`src/rtl/ara_pkg.sv`:
```
// Shared constants, request and status codes, and controller/datapath
// command and status types for the aligned range allocator.
// No dependencies.
`timescale 1ns / 1ps

package ara_pkg;

	localparam int MAX_RANGES = 64;
	localparam int IDX_W      = $clog2(MAX_RANGES);
	localparam int CNT_W      = IDX_W + 1;
	localparam int OFF_W      = 48;
	localparam int SZ_W       = OFF_W + 1;
	localparam int AL_W       = 33;
	localparam int DV_W       = SZ_W + 1;
	localparam int DIVC_W     = $clog2(DV_W + 1);

	localparam logic [SZ_W-1:0] SPAN   = SZ_W'(1) << OFF_W;
	localparam logic [SZ_W-1:0] SZ_MAX = '1;

	localparam logic [1:0] ST_OK    = 2'd0;
	localparam logic [1:0] ST_NOFIT = 2'd1;
	localparam logic [1:0] ST_FULL  = 2'd2;
	localparam logic [1:0] ST_BAD   = 2'd3;

	localparam logic [2:0] RQ_FIRST   = 3'd0;
	localparam logic [2:0] RQ_BEST_LO = 3'd1;
	localparam logic [2:0] RQ_BEST_HI = 3'd2;
	localparam logic [2:0] RQ_HIGH    = 3'd3;
	localparam logic [2:0] RQ_RESERVE = 3'd4;
	localparam logic [2:0] RQ_FREE    = 3'd5;
	localparam logic [2:0] RQ_QUERY   = 3'd6;
	localparam logic [2:0] RQ_INIT    = 3'd7;

	typedef enum logic [4:0] {
		C_NOP, C_LATCH, C_CHECK, C_SRD, C_SCAN, C_AT, C_EVAL, C_GPREP, C_GRANT,
		C_INS_RD, C_INS_WR, C_DEL_RD, C_DEL_WR, C_FRD, C_FWAIT, C_LRD, C_LWAIT,
		C_FDEC, C_INIT, C_STCLR, C_STRD, C_STACC
	} ara_cmd_t;

	typedef struct packed {
		logic t_alloc;
		logic t_res;
		logic t_free;
		logic t_query;
		logic t_init;
		logic pre_bad;
		logic free_zero;
		logic full;
		logic idx_end;
		logic div_done;
		logic res_stop;
		logic res_fit;
		logic skip;
		logic first_hit;
		logic found;
		logic g_fail;
		logic g_split;
		logic g_del;
		logic at_pos;
		logic del_end;
		logic k_ge;
		logic k_zero;
		logic f_both;
		logic f_none;
	} ara_sts_t;

endpackage

```
`src/rtl/ara_ctrl.sv`:
```
// Controller: sequences search, grant, table shifts, merge, init and statistics.
// Depends on ara_pkg; drives ara_dp through command and status types.
`timescale 1ns / 1ps

module ara_ctrl (
	input  logic              clk,
	input  logic              arst_n,
	input  logic              start,
	output logic              busy,
	output logic              done,
	output ara_pkg::ara_cmd_t cmd,
	input  ara_pkg::ara_sts_t sts
);

	typedef enum logic [4:0] {
		S_IDLE, S_CHECK, S_SRD, S_SCAN, S_SDIV, S_AT, S_EVAL, S_GPREP, S_GRANT,
		S_INSRD, S_INSWR, S_DELRD, S_DELWR, S_FRD, S_FWAIT, S_LRD, S_LWAIT,
		S_FDEC, S_INIT, S_STCLR, S_STRD, S_STACC
	} state_t;

	state_t state_q;
	logic   done_q;

	always_comb begin
		case (state_q)
			S_IDLE:  cmd = start ? ara_pkg::C_LATCH : ara_pkg::C_NOP;
			S_CHECK: cmd = ara_pkg::C_CHECK;
			S_SRD:   cmd = ara_pkg::C_SRD;
			S_SCAN:  cmd = ara_pkg::C_SCAN;
			S_AT:    cmd = ara_pkg::C_AT;
			S_EVAL:  cmd = ara_pkg::C_EVAL;
			S_GPREP: cmd = ara_pkg::C_GPREP;
			S_GRANT: cmd = ara_pkg::C_GRANT;
			S_INSRD: cmd = ara_pkg::C_INS_RD;
			S_INSWR: cmd = ara_pkg::C_INS_WR;
			S_DELRD: cmd = ara_pkg::C_DEL_RD;
			S_DELWR: cmd = ara_pkg::C_DEL_WR;
			S_FRD:   cmd = ara_pkg::C_FRD;
			S_FWAIT: cmd = ara_pkg::C_FWAIT;
			S_LRD:   cmd = ara_pkg::C_LRD;
			S_LWAIT: cmd = ara_pkg::C_LWAIT;
			S_FDEC:  cmd = ara_pkg::C_FDEC;
			S_INIT:  cmd = ara_pkg::C_INIT;
			S_STCLR: cmd = ara_pkg::C_STCLR;
			S_STRD:  cmd = ara_pkg::C_STRD;
			S_STACC: cmd = ara_pkg::C_STACC;
			default: cmd = ara_pkg::C_NOP;
		endcase
	end

	always_ff @(posedge clk or negedge arst_n) begin
		if (!arst_n) begin
			state_q <= S_IDLE;
			done_q  <= 1'b0;
		end else begin
			done_q <= 1'b0;
			case (state_q)
				S_IDLE: if (start) state_q <= S_CHECK;
				S_CHECK: begin
					if (sts.pre_bad || sts.t_query)
						state_q <= S_STCLR;
					else if (sts.t_init)
						state_q <= S_INIT;
					else if (sts.t_free)
						state_q <= (sts.free_zero || sts.full) ? S_STCLR : S_FRD;
					else
						state_q <= S_SRD;
				end
				S_INIT: state_q <= S_STCLR;
				S_SRD: begin
					if (sts.idx_end)
						state_q <= (sts.t_alloc && sts.found) ? S_GPREP : S_STCLR;
					else
						state_q <= S_SCAN;
				end
				S_SCAN: begin
					if (sts.t_res) begin
						if (sts.res_stop)
							state_q <= S_STCLR;
						else
							state_q <= sts.res_fit ? S_GPREP : S_SRD;
					end else begin
						state_q <= sts.skip ? S_SRD : S_SDIV;
					end
				end
				S_SDIV: if (sts.div_done) state_q <= S_AT;
				S_AT:   state_q <= S_EVAL;
				S_EVAL: state_q <= sts.first_hit ? S_GPREP : S_SRD;
				S_GPREP: state_q <= S_GRANT;
				S_GRANT: begin
					if (sts.g_fail)
						state_q <= S_STCLR;
					else if (sts.g_split)
						state_q <= S_INSRD;
					else if (sts.g_del)
						state_q <= S_DELRD;
					else
						state_q <= S_STCLR;
				end
				S_INSRD: state_q <= sts.at_pos ? S_STCLR : S_INSWR;
				S_INSWR: state_q <= S_INSRD;
				S_DELRD: state_q <= sts.del_end ? S_STCLR : S_DELWR;
				S_DELWR: state_q <= S_DELRD;
				S_FRD:   state_q <= sts.idx_end ? S_LRD : S_FWAIT;
				S_FWAIT: state_q <= sts.k_ge ? S_LRD : S_FRD;
				S_LRD:   state_q <= sts.k_zero ? S_FDEC : S_LWAIT;
				S_LWAIT: state_q <= S_FDEC;
				S_FDEC: begin
					if (sts.f_both)
						state_q <= S_DELRD;
					else if (sts.f_none)
						state_q <= S_INSRD;
					else
						state_q <= S_STCLR;
				end
				S_STCLR: state_q <= S_STRD;
				S_STRD: begin
					if (sts.idx_end) begin
						state_q <= S_IDLE;
						done_q  <= 1'b1;
					end else begin
						state_q <= S_STACC;
					end
				end
				S_STACC: state_q <= S_STRD;
				default: state_q <= S_IDLE;
			endcase
		end
	end

	assign busy = state_q != S_IDLE;
	assign done = done_q;

endmodule

```
`config.mk`:
```
export PLATFORM = sky130hd
export DESIGN_NAME = ara_ctrl
export DESIGN_NICKNAME = d
export VERILOG_FILES = /design/src/rtl/ara_pkg.sv /design/src/rtl/ara_ctrl.sv
export SDC_FILE = /design/constraint.sdc
export NUM_CORES = 1
export LEC_CHECK = 0
export BUFFER_PORTS_ARGS = -buffer_cell sky130_fd_sc_hd__buf_2
export CAP_MARGIN = 40
export CORE_MARGIN = 4
export CORE_UTILIZATION = 42
export CTS_CLUSTER_SIZE = 30
export DETAILED_ROUTE_END_ITERATION = 8
export HOLD_SLACK_MARGIN = 0.15
export PLACE_DENSITY = 0.68
export SLEW_MARGIN = 20
export SYNTH_ARGS = -nofsm -noshare
export SYNTH_HDL_FRONTEND = slang
export SYNTH_SLANG_ARGS = --single-unit
```
`constraint.sdc`:
```
create_clock -name clk -period 1.7 [get_ports clk]
set_clock_uncertainty 0.15 [all_clocks]
set_input_delay 0.17 -clock clk [delete_from_list [all_inputs] [get_ports clk]]
set_output_delay 0.17 -clock clk [all_outputs]
set_load 0.1 [all_outputs]
```
==> impl_metrics.prom <==
# TYPE chip_impl_metric gauge
chip_impl_metric{name="total_negative_setup_slack",unit="ps"} -1080
chip_impl_metric{name="synth_enable_flop_cells",unit=""} 0
chip_impl_metric{name="io_pins",unit=""} 34
chip_impl_info{name="hold_path_startpoint",value="sts[12]"} 1
chip_impl_metric{name="finalWeightedCongestion",unit=""} 0.874
chip_impl_metric{name="post-layout-total-power",unit="mW"} 4.19
chip_impl_metric{name="route.detailed.wl_per_inst",unit="um"} 20.5
chip_impl_metric{name="net_count_after_synthesis",unit=""} 157
chip_impl_metric{name="power_per_cell_area",unit="mW/mm^2"} 2320
chip_impl_metric{name="routed_via_density",unit=""} 6.35
chip_impl_metric{name="total_switching_power",unit="mW"} 2.24
chip_impl_metric{name="pin_count_of_the_biggest_net_entering_global_routing",unit=""} 17
chip_impl_info{name="critical_path.startpoint",value="state_q[3]"} 1
chip_impl_metric{name="cts.sink_count",unit=""} 6
chip_impl_metric{name="pwr-share-comb",unit="%"} 89.4
chip_impl_metric{name="r2r_slack",unit="ps"} -180
chip_impl_metric{name="place_hpwl",unit="um"} 2690
chip_impl_info{name="worst_hold_check_path_type",value="in -> reg"} 1
chip_impl_metric{name="synth-seq-area-share",unit="%"} 16.3
chip_impl_metric{name="ir_drop",unit="uV"} 2670
chip_impl_metric{name="floorplan.core_area",unit="mm^2"} 0.00202
chip_impl_info{name="root_buffer",value="clkbuf_4"} 1
chip_impl_metric{name="maxClockFrequency",unit="MHz"} 525
chip_impl_metric{name="num_antenna_cells",unit=""} 0
chip_impl_metric{name="grt_pass1_vias",unit=""} 1428
chip_impl_metric{name="final_cells",unit=""} 231
chip_impl_metric{name="die_h",unit="um"} 54.9
chip_impl_metric{name="ffs_latches_synth",unit=""} 6
chip_impl_metric{name="timing.final.ws_setup",unit="ps"} -205
chip_impl_metric{name="maxSlewViolCount",unit=""} 0
chip_impl_metric{name="worst-endpoint-arrival",unit="ps"} 1580
chip_impl_metric{name="clkLatencyLatePin",unit="ps"} 260
chip_impl_metric{name="setup_violations",unit=""} 7
chip_impl_info{name="hold_end",value="state_q[0]"} 1
chip_impl_metric{name="drt_first_pass_iters",unit=""} 5
chip_impl_metric{name="row_count",unit=""} 16
chip_impl_metric{name="drt.antenna.violating_nets",unit=""} 0
chip_impl_metric{name="areaGrowthSynthToFinish",unit="%"} 95.5
chip_impl_metric{name="avgSynthCellArea",unit="um^2"} 7.10
chip_impl_info{name="critical_path.reg2reg.startpoint",value="state_q[3]"} 1
chip_impl_metric{name="min_period_over_period",unit="%"} 112
chip_impl_metric{name="drt-initial-drc-count",unit=""} 85
chip_impl_metric{name="critical_path_required_time",unit="ps"} 1380
chip_impl_metric{name="final.fill_count",unit=""} 92
chip_impl_metric{name="cts-buffers-inserted",unit=""} 3
chip_impl_metric{name="routed-via-count",unit=""} 1467
chip_impl_metric{name="initial_utilization",unit="%"} 45.7
chip_impl_metric{name="max-cap-violations",unit=""} 0
chip_impl_metric{name="period_minus_slack",unit="ps"} 1900
chip_impl_metric{name="port-buffer-count",unit=""} 33
chip_impl_metric{name="power.share.sequential",unit="%"} 7.2
chip_impl_metric{name="power_switching_share",unit="%"} 53.6
chip_impl_metric{name="grt_pass1_wl",unit="um"} 6670
chip_impl_info{name="worst_setup_path_end_kind",value="output pin"} 1
chip_impl_metric{name="overflow",unit=""} 0
chip_impl_metric{name="finish.net_count",unit=""} 233
chip_impl_metric{name="routed_wl",unit="um"} 4730
chip_impl_metric{name="drive_gt1_share",unit="%"} 53.4
chip_impl_metric{name="crit_fanout",unit=""} 5
chip_impl_info{name="grt_setup_unrepaired",value="true"} 1
chip_impl_metric{name="cts-htree-levels",unit=""} 1
chip_impl_metric{name="floorplan.die_area",unit="mm^2"} 0.00301
chip_impl_metric{name="synth_async_sr_flop_share",unit="%"} 100
chip_impl_metric{name="number_of_cell_instances_on_the_worst_register_to_register_path",unit=""} 7
chip_impl_metric{name="drt_drc_violations_left",unit=""} 0
chip_impl_info{name="synth_top_flop_cell",value="dfrtp_1"} 1
chip_impl_metric{name="max-slew-margin-rel",unit="%"} 67.9
chip_impl_info{name="run_status",value="complete, but fails checks"} 1
chip_impl_metric{name="holdPathStages",unit=""} 4
chip_impl_metric{name="grt_usage",unit="%"} 31.9
chip_impl_metric{name="worst_slew_pin_slew",unit="ps"} 485
chip_impl_info{name="crit_type",value="reg -> out"} 1
chip_impl_metric{name="yosysWarnings",unit=""} 0
chip_impl_metric{name="finalHoldViolCount",unit=""} 0
chip_impl_metric{name="antenna_violations_before_repair",unit=""} 0
chip_impl_metric{name="clock_slew_seen_by_the_registers_of_the_worst_setup_and_hold_paths",unit="ps"} 60
chip_impl_metric{name="fp.dieW",unit="um"} 54.9
chip_impl_metric{name="post_synthesis_cell_type_count",unit=""} 45
chip_impl_info{name="timing.rr.end",value="state_q[4]"} 1
chip_impl_info{name="violations_in_the_final_reports",value="negative setup slack"} 1
chip_impl_metric{name="leakage",unit="nW"} 0.760
chip_impl_metric{name="share_clk_of_total_power",unit="%"} 3.4
chip_impl_metric{name="mappedNetlistArea",unit="um^2"} 923
chip_impl_metric{name="synth_cells",unit=""} 130
chip_impl_info{name="worst_setup_path_start_kind",value="register"} 1
chip_impl_metric{name="dpl.cell_count",unit=""} 204
chip_impl_info{name="cts_tree",value="done"} 1
chip_impl_metric{name="cts_buffer_depth",unit=""} 2
chip_impl_metric{name="cellInternalPower",unit="mW"} 1.95
==> registers in the layout, summed over array words and instances (netlist names) <==
signal	flops
done	1
state_q	5
==> cell usage in the layout, fill, tap and decap left out, types with 2 or more instances in the layout <==
cell type / Yosys / layout
nor2b_1: 5 / 4
inv_1: 2 / 2
dfrtp_1: 6 / 2
dfrtp_2: 0 / 4
a21oi_1: 11 / 8
o32ai_1: 2 / 2
nor2_1: 15 / 13
o22ai_4: 0 / 2
nand3b_1: 4 / 4
nand3_1: 5 / 4
buf_2: 11 / 28
nor2_4: 0 / 2
nor3_1: 6 / 5
o22ai_1: 4 / 2
or2_4: 0 / 2
nor4_1: 2 / 2
dlygate4sd3_1: 0 / 9
buf_4: 1 / 28
a211o_1: 2 / 2
buf_6: 0 / 10
nand4_1: 4 / 4
o21ai_1: 2 / 3
a2111oi_4: 1 / 2
nand2_1: 6 / 6
clkbuf_4: 0 / 3
nand2b_1: 5 / 3
buf_12: 0 / 7
o21ai_0: 7 / 6
a21oi_4: 0 / 2
==> stage by stage <==
stage	instance area [um^2]	utilization [%]	hold slack [ps]	worst slack [ps]
floorplan	1020	-	-276	-172
global placement	1420	70.4	-147	18.7
detailed placement	1420	70.4	-139	9.04
CTS	1720	85.2	179	-176
global route	1810	89.3	204	-229
finish	1810	89.3	184	-205
==> worst max-delay path, cell delays in order (launching register included) <==
cell and delay [ps]:
dfrtp_2 460, or2_4 290, nor3_4 130, a21oi_2 60, o22ai_4 180, buf_12 200
==> power groups by stage <==
| stage | Sequential (mW) | Clock, mW | Combinational (mW) |
|---|---|---|---|
| after CTS | 0.287 | 0.139 | 3.41 |
| after global placement | 0.266 | 0 | 2.98 |
| after floorplan | 0.255 | 0 | 2.07 |
| final | 0.302 | 0.141 | 3.75 |
| after global routing | 0.301 | 0.141 | 3.88 |
| after detailed placement | 0.268 | 0 | 3.03 |
==> cell usage after synthesis (2+ instances only) <==
master	count	area (um^2)
a211o_1	2	17.5
a21oi_1	11	55.1
a22oi_1	2	15.0
and3_1	2	12.5
buf_2	11	55.1
dfrtp_1	6	150
inv_1	2	7.51
inv_2	2	7.51
nand2_1	6	22.5
nand2b_1	5	31.3
nand3_1	5	25.0
nand3b_1	4	30.0
nand4_1	4	25.0
nor2_1	15	56.3
nor2b_1	5	31.3
nor3_1	6	30.0
nor4_1	2	12.5
o21ai_0	7	35.0
o21ai_1	2	10.0
o22ai_1	4	25.0
o32ai_1	2	17.5
or2_1	2	12.5
==> timing repair <==
item                                   4_1_cts  5_1_grt
setup buffers                                9        5
setup endpoints to repair                    6       10
hold buffers                                 9        0
resized for setup                           24       12
endpoints found under the hold margin       10        0
pin swaps                                    9        5
cloned                                       2        0
==> cell families after synthesis <==
| family | count (synthesis) | synth area share, % |
|---|---|---|
| AOI/OAI and AO/OA | 46 | 36.6 |
| buffers and inverters | 16 | 8.40 |
| DFF | 6 | 16.3 |
| muxes | 1 | 1.08 |
| and+or+nand+nor | 61 | 37.7 |
==> worst max-delay path by stage <==
stage	end
4_1_cts	cmd[1]
5_1_grt	cmd[1]
6_report	cmd[1]
3_3_place_gp	state_q[4]
2_1_floorplan	cmd[1]
3_5_place_dp	state_q[4]
==> routing by layer <==
layer / GRT usage [%] / vias to the layer above / wire length [um]
li1: - / 647 / -
met1: 33.7 / 685 / 1760
met2: 56.1 / 102 / 2300
met3: 6.70 / 33 / 377
met4: 21.9 / 0 / 299
met5: 0 / - / 0
==> layout make-up <==
class                      instances  area [um^2]  share of cell area, %
inverter                           4         20.0                   1.11
sequential                         6          155                   8.59
tap                               27         33.8                   1.87
timing repair buffer              83          726                   40.2
clock buffer                       3         22.5                   1.25
multi-input combinational        108          848                   47.0
Power figures use the tool's default switching activity.
